==> config.mk <==
export PLATFORM = sky130hd
export DESIGN_NAME = source_token_scanner_top
export DESIGN_NICKNAME = d
export VERILOG_FILES = /design/src/hdl/stscan_pkg.sv /design/src/hdl/stscan_front.sv /design/src/hdl/stscan_queue.sv /design/src/hdl/stscan_back.sv /design/src/hdl/source_token_scanner_top.sv
export SDC_FILE = /design/constraint.sdc
export NUM_CORES = 1
export LEC_CHECK = 0
export ABC_CLOCK_PERIOD_IN_PS = 15900
export BUFFER_PORTS_ARGS = -buffer_cell sky130_fd_sc_hd__buf_2
export CORE_MARGIN = 5
export CORE_UTILIZATION = 55
export DETAILED_ROUTE_END_ITERATION = 8
export PLACE_DENSITY = 0.79
export SETUP_SLACK_MARGIN = 0.15
export SLEW_MARGIN = 10
export SYNTH_ARGS = -nofsm -noshare
export SYNTH_HDL_FRONTEND = slang
export SYNTH_SLANG_ARGS = --single-unit
==> constraint.sdc <==
create_clock -name clk -period 15.9 [get_ports clk]
set_input_delay 0.795 -clock clk [delete_from_list [all_inputs] [get_ports clk]]
set_output_delay 0.795 -clock clk [all_outputs]
set_load 0.01 [all_outputs]
==> src/hdl/stscan_pkg.sv <==
// Shared types and constants for the source token scanner.
// Used by the front end, the step queue, the token back end and the top level.
package stscan_pkg;

  localparam int IDENT_CHARS = 8;
  localparam int MAX_NUMBER  = 32767;
  localparam int ACC_W       = $clog2(MAX_NUMBER + 1);
  localparam int QDEPTH      = 4;
  localparam int QPTR_W      = $clog2(QDEPTH);
  localparam int QCNT_W      = $clog2(QDEPTH + 1);

  typedef enum logic [4:0] {
    KIND_UNKNOWN   = 5'd0,
    KIND_NUMBER    = 5'd1,
    KIND_PLUS      = 5'd2,
    KIND_MINUS     = 5'd3,
    KIND_TIMES     = 5'd4,
    KIND_SLASH     = 5'd5,
    KIND_LPAREN    = 5'd6,
    KIND_RPAREN    = 5'd7,
    KIND_PERIOD    = 5'd8,
    KIND_SEMICOLON = 5'd9,
    KIND_ASSIGN    = 5'd10,
    KIND_IDENT     = 5'd11,
    KIND_DECLARE   = 5'd12,
    KIND_BEGIN     = 5'd13,
    KIND_END       = 5'd14,
    KIND_WRITELN   = 5'd15,
    KIND_COMMA     = 5'd16,
    KIND_EOI       = 5'd17
  } token_kind_t;

  typedef enum logic [1:0] {
    ERR_NONE         = 2'd0,
    ERR_OVERFLOW     = 2'd1,
    ERR_UNKNOWN_CHAR = 2'd2,
    ERR_COLON        = 2'd3
  } err_code_t;

  // keyword spellings, first character in the lowest byte
  localparam logic [63:0] KW_BEGIN   = 64'h0000_004E_4947_4542;
  localparam logic [63:0] KW_DECLARE = 64'h0045_5241_4C43_4544;
  localparam logic [63:0] KW_END     = 64'h0000_0000_0044_4E45;
  localparam logic [63:0] KW_WRITELN = 64'h004E_4C45_5449_5257;

  typedef struct packed {
    logic        vld;
    logic        is_ident;   // needs keyword lookup in the back end
    token_kind_t kind;
    logic [14:0] value;
    logic [63:0] text;
    logic [3:0]  len;
    err_code_t   err;
  } token_t;

  // one accepted word can give a flushed token and a token of its own
  typedef struct packed {
    token_t t0;
    token_t t1;
  } step_rec_t;

  // largest accumulator value that still takes digit d without overflow
  function automatic logic [ACC_W-1:0] num_limit(input logic [3:0] d);
    logic [ACC_W-1:0] lim;
    unique case (d)
      4'd0:    lim = ACC_W'((MAX_NUMBER - 0) / 10);
      4'd1:    lim = ACC_W'((MAX_NUMBER - 1) / 10);
      4'd2:    lim = ACC_W'((MAX_NUMBER - 2) / 10);
      4'd3:    lim = ACC_W'((MAX_NUMBER - 3) / 10);
      4'd4:    lim = ACC_W'((MAX_NUMBER - 4) / 10);
      4'd5:    lim = ACC_W'((MAX_NUMBER - 5) / 10);
      4'd6:    lim = ACC_W'((MAX_NUMBER - 6) / 10);
      4'd7:    lim = ACC_W'((MAX_NUMBER - 7) / 10);
      4'd8:    lim = ACC_W'((MAX_NUMBER - 8) / 10);
      4'd9:    lim = ACC_W'((MAX_NUMBER - 9) / 10);
      default: lim = '0;
    endcase
    return lim;
  endfunction

endpackage

==> src/hdl/stscan_front.sv <==
// Scanner front end: character classification and token state.
// Depends on stscan_pkg; emits one step record per word that yields tokens.
module stscan_front import stscan_pkg::*; (
  input  logic      clk,
  input  logic      rst_n,
  input  logic      accept,
  input  logic [7:0] char_code,
  input  logic      is_end,
  output logic      rec_valid,
  output step_rec_t rec
);

  typedef enum logic [3:0] {
    MODE_IDLE   = 4'b0001,
    MODE_IDENT  = 4'b0010,
    MODE_NUMBER = 4'b0100,
    MODE_COLON  = 4'b1000
  } mode_t;

  localparam logic [7:0] CH_PLUS   = 8'h2B;
  localparam logic [7:0] CH_MINUS  = 8'h2D;
  localparam logic [7:0] CH_STAR   = 8'h2A;
  localparam logic [7:0] CH_SLASH  = 8'h2F;
  localparam logic [7:0] CH_LPAREN = 8'h28;
  localparam logic [7:0] CH_RPAREN = 8'h29;
  localparam logic [7:0] CH_PERIOD = 8'h2E;
  localparam logic [7:0] CH_SEMI   = 8'h3B;
  localparam logic [7:0] CH_COMMA  = 8'h2C;
  localparam logic [7:0] CH_COLON  = 8'h3A;
  localparam logic [7:0] CH_EQUALS = 8'h3D;
  localparam logic [7:0] CH_SPACE  = 8'h20;
  localparam logic [7:0] CH_LF     = 8'h0A;
  localparam logic [7:0] CH_CR     = 8'h0D;
  localparam logic [7:0] CH_ZERO   = 8'h30;
  localparam logic [7:0] CASE_GAP  = 8'd32;

  mode_t            mode_r, mode_nxt;
  logic [63:0]      buf_r, buf_nxt;
  logic [3:0]       cnt_r, cnt_nxt;
  logic [ACC_W-1:0] acc_r, acc_nxt;
  logic             ovf_r, ovf_nxt;

  logic        is_upper, is_lower, is_letter, is_digit, is_blank, do_idle;
  logic [7:0]  upper;
  logic [3:0]  digit;
  token_t      pending, tok;

  always_comb begin
    is_upper  = (char_code >= 8'h41) && (char_code <= 8'h5A);
    is_lower  = (char_code >= 8'h61) && (char_code <= 8'h7A);
    is_letter = is_upper || is_lower;
    is_digit  = (char_code >= CH_ZERO) && (char_code <= 8'h39);
    is_blank  = (char_code == CH_SPACE) || (char_code == CH_LF) || (char_code == CH_CR);
    upper     = is_lower ? (char_code - CASE_GAP) : char_code;
    digit     = 4'(char_code - CH_ZERO);
  end

  // token for whatever is in progress
  always_comb begin
    pending = '0;
    unique case (mode_r)
      MODE_IDENT: begin
        pending.vld      = 1'b1;
        pending.is_ident = 1'b1;
        pending.kind     = KIND_IDENT;
        pending.text     = buf_r;
        pending.len      = cnt_r;
      end
      MODE_NUMBER: begin
        pending.vld   = 1'b1;
        pending.kind  = KIND_NUMBER;
        pending.value = 15'(acc_r);
        pending.err   = ovf_r ? ERR_OVERFLOW : ERR_NONE;
      end
      MODE_COLON: begin
        pending.vld  = 1'b1;
        pending.kind = KIND_UNKNOWN;
        pending.err  = ERR_COLON;
      end
      default: pending = '0;
    endcase
  end

  always_comb begin
    mode_nxt = mode_r;
    buf_nxt  = buf_r;
    cnt_nxt  = cnt_r;
    acc_nxt  = acc_r;
    ovf_nxt  = ovf_r;
    rec      = '0;
    do_idle  = 1'b0;
    tok      = '0;

    if (is_end) begin
      rec.t0      = pending;
      rec.t1.vld  = 1'b1;
      rec.t1.kind = KIND_EOI;
      mode_nxt    = MODE_IDLE;
    end else begin
      unique case (mode_r)
        MODE_IDENT: begin
          if (is_letter || is_digit) begin
            if (cnt_r < 4'(IDENT_CHARS)) begin
              for (int i = 0; i < 8; i++) begin
                if (cnt_r == 4'(i)) buf_nxt[8*i +: 8] = upper;
              end
              cnt_nxt = cnt_r + 4'd1;
            end
          end else begin
            rec.t0  = pending;
            do_idle = 1'b1;
          end
        end
        MODE_NUMBER: begin
          if (is_digit) begin
            if (acc_r <= num_limit(digit))
              acc_nxt = ACC_W'(acc_r * ACC_W'(10) + ACC_W'(digit));
            else
              ovf_nxt = 1'b1;
          end else begin
            rec.t0  = pending;
            do_idle = 1'b1;
          end
        end
        MODE_COLON: begin
          rec.t0.vld = 1'b1;
          if (char_code == CH_EQUALS) begin
            rec.t0.kind = KIND_ASSIGN;
          end else begin
            rec.t0.kind = KIND_UNKNOWN;
            rec.t0.err  = ERR_COLON;
          end
          mode_nxt = MODE_IDLE;
        end
        default: do_idle = 1'b1;
      endcase
    end

    // the terminating character is scanned again from idle
    if (do_idle) begin
      mode_nxt = MODE_IDLE;
      if (is_blank) begin
        tok = '0;
      end else if (is_letter) begin
        mode_nxt = MODE_IDENT;
        buf_nxt  = {56'd0, upper};
        cnt_nxt  = 4'd1;
      end else if (is_digit) begin
        mode_nxt = MODE_NUMBER;
        acc_nxt  = ACC_W'(digit);
        ovf_nxt  = 1'b0;
      end else if (char_code == CH_COLON) begin
        mode_nxt = MODE_COLON;
      end else begin
        tok.vld = 1'b1;
        unique case (char_code)
          CH_PLUS:   tok.kind = KIND_PLUS;
          CH_MINUS:  tok.kind = KIND_MINUS;
          CH_STAR:   tok.kind = KIND_TIMES;
          CH_SLASH:  tok.kind = KIND_SLASH;
          CH_LPAREN: tok.kind = KIND_LPAREN;
          CH_RPAREN: tok.kind = KIND_RPAREN;
          CH_PERIOD: tok.kind = KIND_PERIOD;
          CH_SEMI:   tok.kind = KIND_SEMICOLON;
          CH_COMMA:  tok.kind = KIND_COMMA;
          default: begin
            tok.kind = KIND_UNKNOWN;
            tok.err  = ERR_UNKNOWN_CHAR;
          end
        endcase
      end
      rec.t1 = tok;
    end

    rec_valid = rec.t0.vld || rec.t1.vld;
  end

  always_ff @(posedge clk) begin
    if (!rst_n) begin
      mode_r <= MODE_IDLE;
      buf_r  <= '0;
      cnt_r  <= '0;
      acc_r  <= '0;
      ovf_r  <= 1'b0;
    end else if (accept) begin
      mode_r <= mode_nxt;
      buf_r  <= buf_nxt;
      cnt_r  <= cnt_nxt;
      acc_r  <= acc_nxt;
      ovf_r  <= ovf_nxt;
    end
  end

endmodule

==> src/hdl/stscan_queue.sv <==
// Short queue of step records between the front end and the back end.
// Depends on stscan_pkg for the record type and depth.
module stscan_queue import stscan_pkg::*; (
  input  logic      clk,
  input  logic      rst_n,
  input  logic      wr_en,
  input  step_rec_t wr_data,
  input  logic      rd_en,
  output step_rec_t rd_data,
  output logic      full,
  output logic      empty
);

  step_rec_t         mem [QDEPTH];
  logic [QPTR_W-1:0] wr_ptr_r, rd_ptr_r;
  logic [QCNT_W-1:0] cnt_r, cnt_nxt;
  logic              do_wr, do_rd;

  assign full    = (cnt_r == QCNT_W'(QDEPTH));
  assign empty   = (cnt_r == '0);
  assign do_wr   = wr_en && !full;
  assign do_rd   = rd_en && !empty;
  assign rd_data = mem[rd_ptr_r];

  always_comb begin
    cnt_nxt = cnt_r;
    if (do_wr && !do_rd) cnt_nxt = cnt_r + QCNT_W'(1);
    else if (do_rd && !do_wr) cnt_nxt = cnt_r - QCNT_W'(1);
  end

  always_ff @(posedge clk) begin
    if (do_wr) mem[wr_ptr_r] <= wr_data;
  end

  always_ff @(posedge clk) begin
    if (!rst_n) begin
      wr_ptr_r <= '0;
      rd_ptr_r <= '0;
      cnt_r    <= '0;
    end else begin
      if (do_wr) wr_ptr_r <= wr_ptr_r + QPTR_W'(1);
      if (do_rd) rd_ptr_r <= rd_ptr_r + QPTR_W'(1);
      cnt_r <= cnt_nxt;
    end
  end

endmodule

==> src/hdl/stscan_back.sv <==
// Token back end: keyword lookup and the output register.
// Depends on stscan_pkg; drains step records one token per cycle while the output register is empty or popped.
module stscan_back import stscan_pkg::*; (
  input  logic        clk,
  input  logic        rst_n,
  input  step_rec_t   q_rec,
  input  logic        q_empty,
  output logic        q_pop,
  input  logic        out_pop,
  output logic        out_empty,
  output logic [4:0]  out_token_kind,
  output logic [14:0] out_number_value,
  output logic [63:0] out_ident_text,
  output logic [3:0]  out_ident_length,
  output logic [1:0]  out_error_code,
  output logic        out_last_in_run
);

  token_t tok_r, cur, looked;
  logic   last_r, vld_r, phase_r;
  logic   load, sel_t1, last;

  always_comb begin
    load   = !vld_r || out_pop;
    sel_t1 = phase_r || !q_rec.t0.vld;
    cur    = sel_t1 ? q_rec.t1 : q_rec.t0;
    last   = sel_t1 || !q_rec.t1.vld;
    q_pop  = load && !q_empty && last;

    looked = cur;
    if (cur.is_ident) begin
      priority if (cur.len == 4'd5 && cur.text == KW_BEGIN) begin
        looked.kind = KIND_BEGIN;
      end else if (cur.len == 4'd7 && cur.text == KW_DECLARE) begin
        looked.kind = KIND_DECLARE;
      end else if (cur.len == 4'd3 && cur.text == KW_END) begin
        looked.kind = KIND_END;
      end else if (cur.len == 4'd7 && cur.text == KW_WRITELN) begin
        looked.kind = KIND_WRITELN;
      end else begin
        looked.kind = KIND_IDENT;
      end
      // keywords carry no text
      if (looked.kind != KIND_IDENT) begin
        looked.text = '0;
        looked.len  = '0;
      end
    end
  end

  always_ff @(posedge clk) begin
    if (load && !q_empty) begin
      tok_r  <= looked;
      last_r <= last;
    end
  end

  always_ff @(posedge clk) begin
    if (!rst_n) begin
      vld_r   <= 1'b0;
      phase_r <= 1'b0;
    end else if (load) begin
      vld_r <= !q_empty;
      if (!q_empty) phase_r <= !last;
    end
  end

  assign out_empty        = !vld_r;
  assign out_token_kind   = tok_r.kind;
  assign out_number_value = tok_r.value;
  assign out_ident_text   = tok_r.text;
  assign out_ident_length = tok_r.len;
  assign out_error_code   = tok_r.err;
  assign out_last_in_run  = last_r;

endmodule

==> src/hdl/source_token_scanner_top.sv <==
// Source token scanner top level: front end, step queue, back end.
// Depends on stscan_pkg, stscan_front, stscan_queue and stscan_back.
//
//  channel | handshake           | payload
//  --------+---------------------+--------------------------------------------
//  in      | in_push / in_full   | in_char_code, in_is_end
//  out     | out_pop / out_empty | out_token_kind, out_number_value,
//          |                     | out_ident_text, out_ident_length,
//          |                     | out_error_code, out_last_in_run
//
// One character per cycle is taken while in_full is low; a token passes from the
// queue into the back end's output register, and the back end moves one token per
// cycle while that register is empty or popped, so a character that ends a token
// and makes one of its own yields two output tokens. The four-entry step queue sets
// how long the input runs ahead of a stalled output before in_full rises. Reset is
// synchronous and returns the scanner to idle with the step queue empty.
module source_token_scanner_top import stscan_pkg::*; (
  input  logic        clk,
  input  logic        rst_n,
  input  logic        in_push,
  output logic        in_full,
  input  logic [7:0]  in_char_code,
  input  logic        in_is_end,
  input  logic        out_pop,
  output logic        out_empty,
  output logic [4:0]  out_token_kind,
  output logic [14:0] out_number_value,
  output logic [63:0] out_ident_text,
  output logic [3:0]  out_ident_length,
  output logic [1:0]  out_error_code,
  output logic        out_last_in_run
);

  logic      accept, rec_valid, q_full, q_empty, q_pop;
  step_rec_t rec, q_rec;

  assign in_full = q_full;
  assign accept  = in_push && !q_full;

  stscan_front u_front (
    .clk       (clk),
    .rst_n     (rst_n),
    .accept    (accept),
    .char_code (in_char_code),
    .is_end    (in_is_end),
    .rec_valid (rec_valid),
    .rec       (rec)
  );

  stscan_queue u_queue (
    .clk     (clk),
    .rst_n   (rst_n),
    .wr_en   (accept && rec_valid),
    .wr_data (rec),
    .rd_en   (q_pop),
    .rd_data (q_rec),
    .full    (q_full),
    .empty   (q_empty)
  );

  stscan_back u_back (
    .clk              (clk),
    .rst_n            (rst_n),
    .q_rec            (q_rec),
    .q_empty          (q_empty),
    .q_pop            (q_pop),
    .out_pop          (out_pop),
    .out_empty        (out_empty),
    .out_token_kind   (out_token_kind),
    .out_number_value (out_number_value),
    .out_ident_text   (out_ident_text),
    .out_ident_length (out_ident_length),
    .out_error_code   (out_error_code),
    .out_last_in_run  (out_last_in_run)
  );

endmodule

==> impl_metrics.toml, run 1 <==
[clock_tree]
cts.sinks = 574
clk_latency_ns = 0.58
cts_tree = "built"
post-cts-setup-buffer-count = 0
clk_pin_slew_ns = 0.07
cts_repair_resize_count = 0
clockBufferDepth = 3
root_buffer = "clkbuf_16"
ctsHoldBuffers = 0
htreeDepth = 2
cts_buffers = 53

[timing]
slew_headroom_pct = 20.5
period_minus_slack_ns = 4.73
max_freq_mhz = 212
hold_viol_final = 0
setup_violations = 0
slew_violations = 0
post-route-period-util_pct = 29.7
timing.hold.ws_ns = 0.464
grt_setup_unrepaired = "false"
tns_ns = 0
tightest_slew_ns = 1.18
finClkSkew_ns = 0.0255

[final_layout]
final_common_cell = "edfxtp_1"
final_util_pct = 62.0
drive_above_1_share_pct = 20.0
area_growth_pct = 12.1
final_cell_mix = "edfxtp_1 (475), buf_2 (105), dfxtp_1 (97)"
design_area_um2 = 26600
fillers = 2976
num-nets-final = 1671

[drt]
firstDrtPassIters = 7
post-route-drc-count = 0
vias_per_cell = 6.12
ant_nets = 0
via_count = 13728
wirelength_mm = 52.9
drtIter0Drc = 1651
wl_per_cell_um = 23.6

[synthesis]
yosysWarningCount = 0
synth_top_cell_area_share_pct = 60.1
avgSynthCellArea_um2 = 15.7
syn_area_um2 = 23700
synth_seq_cells = 574
ys_types = 65
synth_top_area_cell = "edfxtp_1"
synth_flop_cell = "edfxtp_1"
seq_area_frac_synth_pct = 68.5
synth_area_leaders = "edfxtp_1 (60%), mux4_2 (9.1%), dfxtp_1 (8.4%)"
async_flop_share_pct = 0
syn_nets = 1566
synth_edf_count = 475
postSynthCellCount = 1506

[die]
core_um2 = 42900
die_w_um = 218
die_area_um2 = 47400
initial_core_util_pct = 55.3
die_h_um = 218
io_pins = 106
rows = 76

[setup_path]
critPathMaxStageDelay_ns = 0.88
crit_fanout = 46
cp_num_buf_inv = 1
cp.arrival_ns = 5.06
start_kind = "flip-flop"
required_ns = 16.23
path_cells = "mux4_2 -> nand2_1 -> or4_1 -> nor4_1 -> and4_1 -> and4_1 -> o31ai_4 -> buf_8 -> and3_1"
crit_path_top_delay_cell = "mux4_2"
critPathCaptureType = "flip-flop"
cp_top_family = "simple AND/OR/NAND/NOR gates"
crit_path_frequent_cell = "and4_1"
critPathKind = "reg -> reg"

[global_routing]
use_met1_pct = 31.9
overflow = 0
grt_max_degree = 74
grt_pass1_wl_mm = 81.0
grt_pass1_vias = 13609
grtUsageMet3_pct = 4.26
grt_use_total_pct = 22.3
busiest_layer = "met2"
grtUsageMet2_pct = 35.4
antenna_found_initial = 0

[pwr]
power_leakage_nw = 9.25
power_density_nw_per_um2 = 155
ir_drop_mv = 0.0952
total_power_mw = 4.12

[run_status]
status = "finished, final reports clean"

[flow_run]
maxCapViolations = 0

[placed_design]
gp_congestion = 0.946
io_buffers = 105
placed_area_um2 = 24800
dp_hpwl_mm = 34.1

[worst_hold_path]
worstHoldPathType = "reg -> reg"
synth_stat cells (38+ instances only):
master and instances:
mux4_2 96, ha_1 44, edfxtp_1 475, o21ai_0 38
clkbuf_1 46, nor2_1 93, dfxtp_1 99, nand2_1 56
mux2i_1 39, and3_1 86, a21oi_1 41, and2_1 95
per-stage QoR:
stage               setup slack (ns)  instances
floorplan                       8.79       1506
global placement               10.92       2140
detailed placement             10.78       2140
CTS                            11.10       2240
global route                   10.94       2241
finish                         11.17       2243
state kept, by name (all words and copies together), names as in the netlist, named ones only:
signal,flops
u_front.acc_r,15
u_front.mode_r,4
u_front.ovf_r,1
u_front.cnt_r,4
u_back.out_ident_length,4
u_back.out_last_in_run,1
u_queue.wr_ptr_r,2
u_back.out_token_kind,5
u_queue.cnt_r,3
u_back.out_error_code,2
u_back.vld_r,1
u_back.out_number_value,15
u_back.phase_r,1
u_queue.rd_ptr_r,2
u_back.out_ident_text,64
u_front.buf_r,64
u_queue.mem,384
layout make-up:
class | instances | area, um2 | share of cell area [%]
Clock buffer | 67 | 1440 | 5.42
Timing Repair Buffer | 121 | 653 | 2.46
Inverter | 30 | 113 | 0.424
Multi-Input combinational cell | 831 | 7040 | 26.5
Antenna cell | 2 | 5.00 | 0.0188
Clock inverter | 33 | 349 | 1.31
Tap cell | 585 | 732 | 2.75
Sequential cell | 574 | 16300 | 61.1
power by group:
group          switching [mW]  leakage [nW]  internal, mW
Sequential             0.0783          5.20          1.89
Clock                   0.539         0.876         0.757
Combinational           0.536          3.17         0.325
tightest hold or removal path: stages (launching register included):
cell	delay [ns]
dfxtp_1	0.31
nand2_1	0.05
o21ai_0	0.06
routing by layer:
layer	part of all wire, %	routed length (um)
met5	0	0
met4	3.3	1750
met1	42	22000
met2	47	25000
met3	7.9	4160
cell families after synthesis:
family	count (synthesis)	share of synthesized area [%]
AND/OR/NAND/NOR	469	10.9
adder cells (fa/ha/maj)	47	2.57
AO/OA/AOI/OAI	156	4.34
buffers and inverters	101	1.99
multiplexers	137	10.9
flip-flops	574	68.5
XOR/XNOR	22	0.813
path summary, 6_finish.rpt:
check | start | endpoint | slack, ns | cells after the start
hold reg to reg | u_front.buf_r[1]$_SDFFE_PN0P_ | u_front.buf_r[1]$_SDFFE_PN0P_ | 0.46 | 2
setup reg to reg | flip-flop | u_back.out_ident_text[17]$_DFFE_PP_ | 11.17 | 9
hold / removal | u_front.buf_r[1]$_SDFFE_PN0P_ | u_front.buf_r[1]$_SDFFE_PN0P_ | 0.46 | 2
setup / recovery | flip-flop | u_back.out_ident_text[17]$_DFFE_PP_ | 11.17 | 9
(Power assumes the default switching activity.)
==> run 2, diff against run 1 <==
--- a/config.mk
+++ b/config.mk
@@ -5,7 +5,7 @@
 export SDC_FILE = /design/constraint.sdc
 export NUM_CORES = 1
 export LEC_CHECK = 0
-export ABC_CLOCK_PERIOD_IN_PS = 15900
+export ABC_CLOCK_PERIOD_IN_PS = 4600
 export BUFFER_PORTS_ARGS = -buffer_cell sky130_fd_sc_hd__buf_2
 export CORE_MARGIN = 5
 export CORE_UTILIZATION = 55
==> constraint.sdc (replaced) <==
create_clock -name clk -period 4.6 [get_ports clk]
set_input_delay 0.23 -clock clk [delete_from_list [all_inputs] [get_ports clk]]
set_output_delay 0.23 -clock clk [all_outputs]
set_load 0.01 [all_outputs]
==> run 2 against run 1 <==
Compared with the run above:
- final cell count increased by 1.2%
- routed wire length decreased by 0.60%
- critical path type unchanged
- sequential share of layout area fell by 0.41 points
- hold slack got worse by 0.39 ns
- clock power increased to 3.2 times the previous value
==> impl_metrics.toml, run 2 (synthesis results as in run 1) <==
[clock_tree]
cts_tree = "built"
clk_latency_ns = 0.59
root_buffer = "clkbuf_16"
cts.sinks = 574
cts_buffers = 52
cts_repair_resize_count = 0
clk_pin_slew_ns = 0.06
post-cts-setup-buffer-count = 0
htreeDepth = 2
clockBufferDepth = 3
ctsHoldBuffers = 2

[final_layout]
final_common_cell = "edfxtp_1"
final_cell_mix = "edfxtp_1 (475), buf_2 (105), dfxtp_1 (97)"
top_register = "u_queue.mem"
largest_reg_flops = 384
drive_above_1_share_pct = 20.8
instances_no_fill = 2271
area_growth_pct = 12.9
num-nets-final = 1697

[timing]
finClkSkew_ns = 0.0222
setup_violations = 0
tns_ns = 0
period_minus_slack_ns = 4.02
slew_violations = 0
grt_setup_unrepaired = "false"
tightest_slew_ns = 0.940
hold_viol_final = 0
slew_headroom_pct = 36.4
max_freq_mhz = 248
post-route-period-util_pct = 87.5

[setup_path]
crit_path_top_delay_cell = "nor4_1"
path_cells = "buf_12 -> mux4_2 -> or4_1 -> nor4_1 -> and4_1 -> and4_1 -> o31ai_4 -> buf_8 -> and3_1"
critPathKind = "reg -> reg"
required_ns = 4.94
crit_fanout = 34
crit_path_frequent_cell = "and4_1"
critPathMaxStageDelay_ns = 0.68
critPathCaptureType = "flip-flop"
start_kind = "flip-flop"
cp_top_family = "simple AND/OR/NAND/NOR gates"
cp_num_buf_inv = 2
ff2ff_setup_slack_ns = 0.58
cp.arrival_ns = 4.37

[global_routing]
grt_use_total_pct = 22.5
grt_pass1_vias = 13729
overflow = 0
grt_pass1_wl_mm = 81.7
grt_max_degree = 69
antenna_found_initial = 9

[pwr]
ir_drop_mv = 0.296
power_leakage_nw = 9.36
power_density_nw_per_um2 = 523

[placed_design]
io_buffers = 105
gp_congestion = 0.863
dp_hpwl_mm = 34.8
dp.cells = 2165

[die]
initial_core_util_pct = 55.3
core_um2 = 42900
rows = 76
die_w_um = 218
io_pins = 106
die_area_um2 = 47400
die_h_um = 218

[drt]
firstDrtPassIters = 6
drtIter0Drc = 1632
post-route-drc-count = 0
vias_per_cell = 6.03
via_count = 13705
wl_per_cell_um = 23.2
ant_nets = 0
wirelength_mm = 52.6

[run_status]
status = "finished, final reports clean"

[worst_hold_path]
worstHoldPathType = "in -> reg"

[flow_run]
maxCapViolations = 0
[run 2: changes by cell type in the layout (fill, tap and decap cells not counted), sizes merged]
cell	before	now
clkinv	22	14
clkinvlp	3	1
buf	121	146
bufinv	7	1
diode	2	5
clkbuf	67	82
dlygate4sd3	0	2
inv	31	30
[run 2: path summary, 6_finish.rpt]
check | startpoint | endpoint | depth (start not counted)
max | flip-flop | u_back.out_ident_text[44]$_DFFE_PP_ | 9
max reg2reg | flip-flop | u_back.out_ident_text[44]$_DFFE_PP_ | 9
min | in_char_code[4] | u_front.buf_r[4]$_SDFFE_PN0P_ | 3
min reg2reg | u_front.buf_r[47]$_SDFFE_PN0P_ | u_front.buf_r[47]$_SDFFE_PN0P_ | 1
[run 2: report_power, final]
part	switching, mW	total, mW	internal [mW]
combinational	1.82	3.00	1.18
sequential	0.259	6.79	6.53
clock	1.82	4.21	2.39
total	3.90	14.0	10.1
[run 2: layer usage]
layer	share of wire, %	GRT usage, %	routed length, um
met1	41	31.0	21400
met5	0.10	0	55
met2	48	36.5	25400
met3	8.2	4.78	4320
met4	2.8	6.74	1450
[run 2: tightest hold or removal path, stage by stage]
cell,delay [ns]
buf_2,0.20
nand3_1,0.10
o21ai_0,0.07
[run 2: metrics by stage]
step                hold slack [ns]  power (mW)  cell area [um2]  util [%]  worst slack (ns)
floorplan                     0.373        8.74            23700         -             0.824
global placement              0.439        9.83            25000      58.4             0.613
detailed placement            0.453        9.91            25000      58.4             0.567
CTS                          0.0398        14.1            26700      62.4             0.545
global route                 0.0542        14.6            26800      62.4             0.325
finish                       0.0771        14.0            26800      62.4             0.575
[run 2: area by class of cell]
cell class,count,area [um2]
clock buffer,82,1560
tap,585,732
antenna,5,12.5
timing repair buffer,148,948
fill,2935,16100
inverter,30,113
multi-input combinational,831,7030
sequential,574,16300
clock inverter,16,120
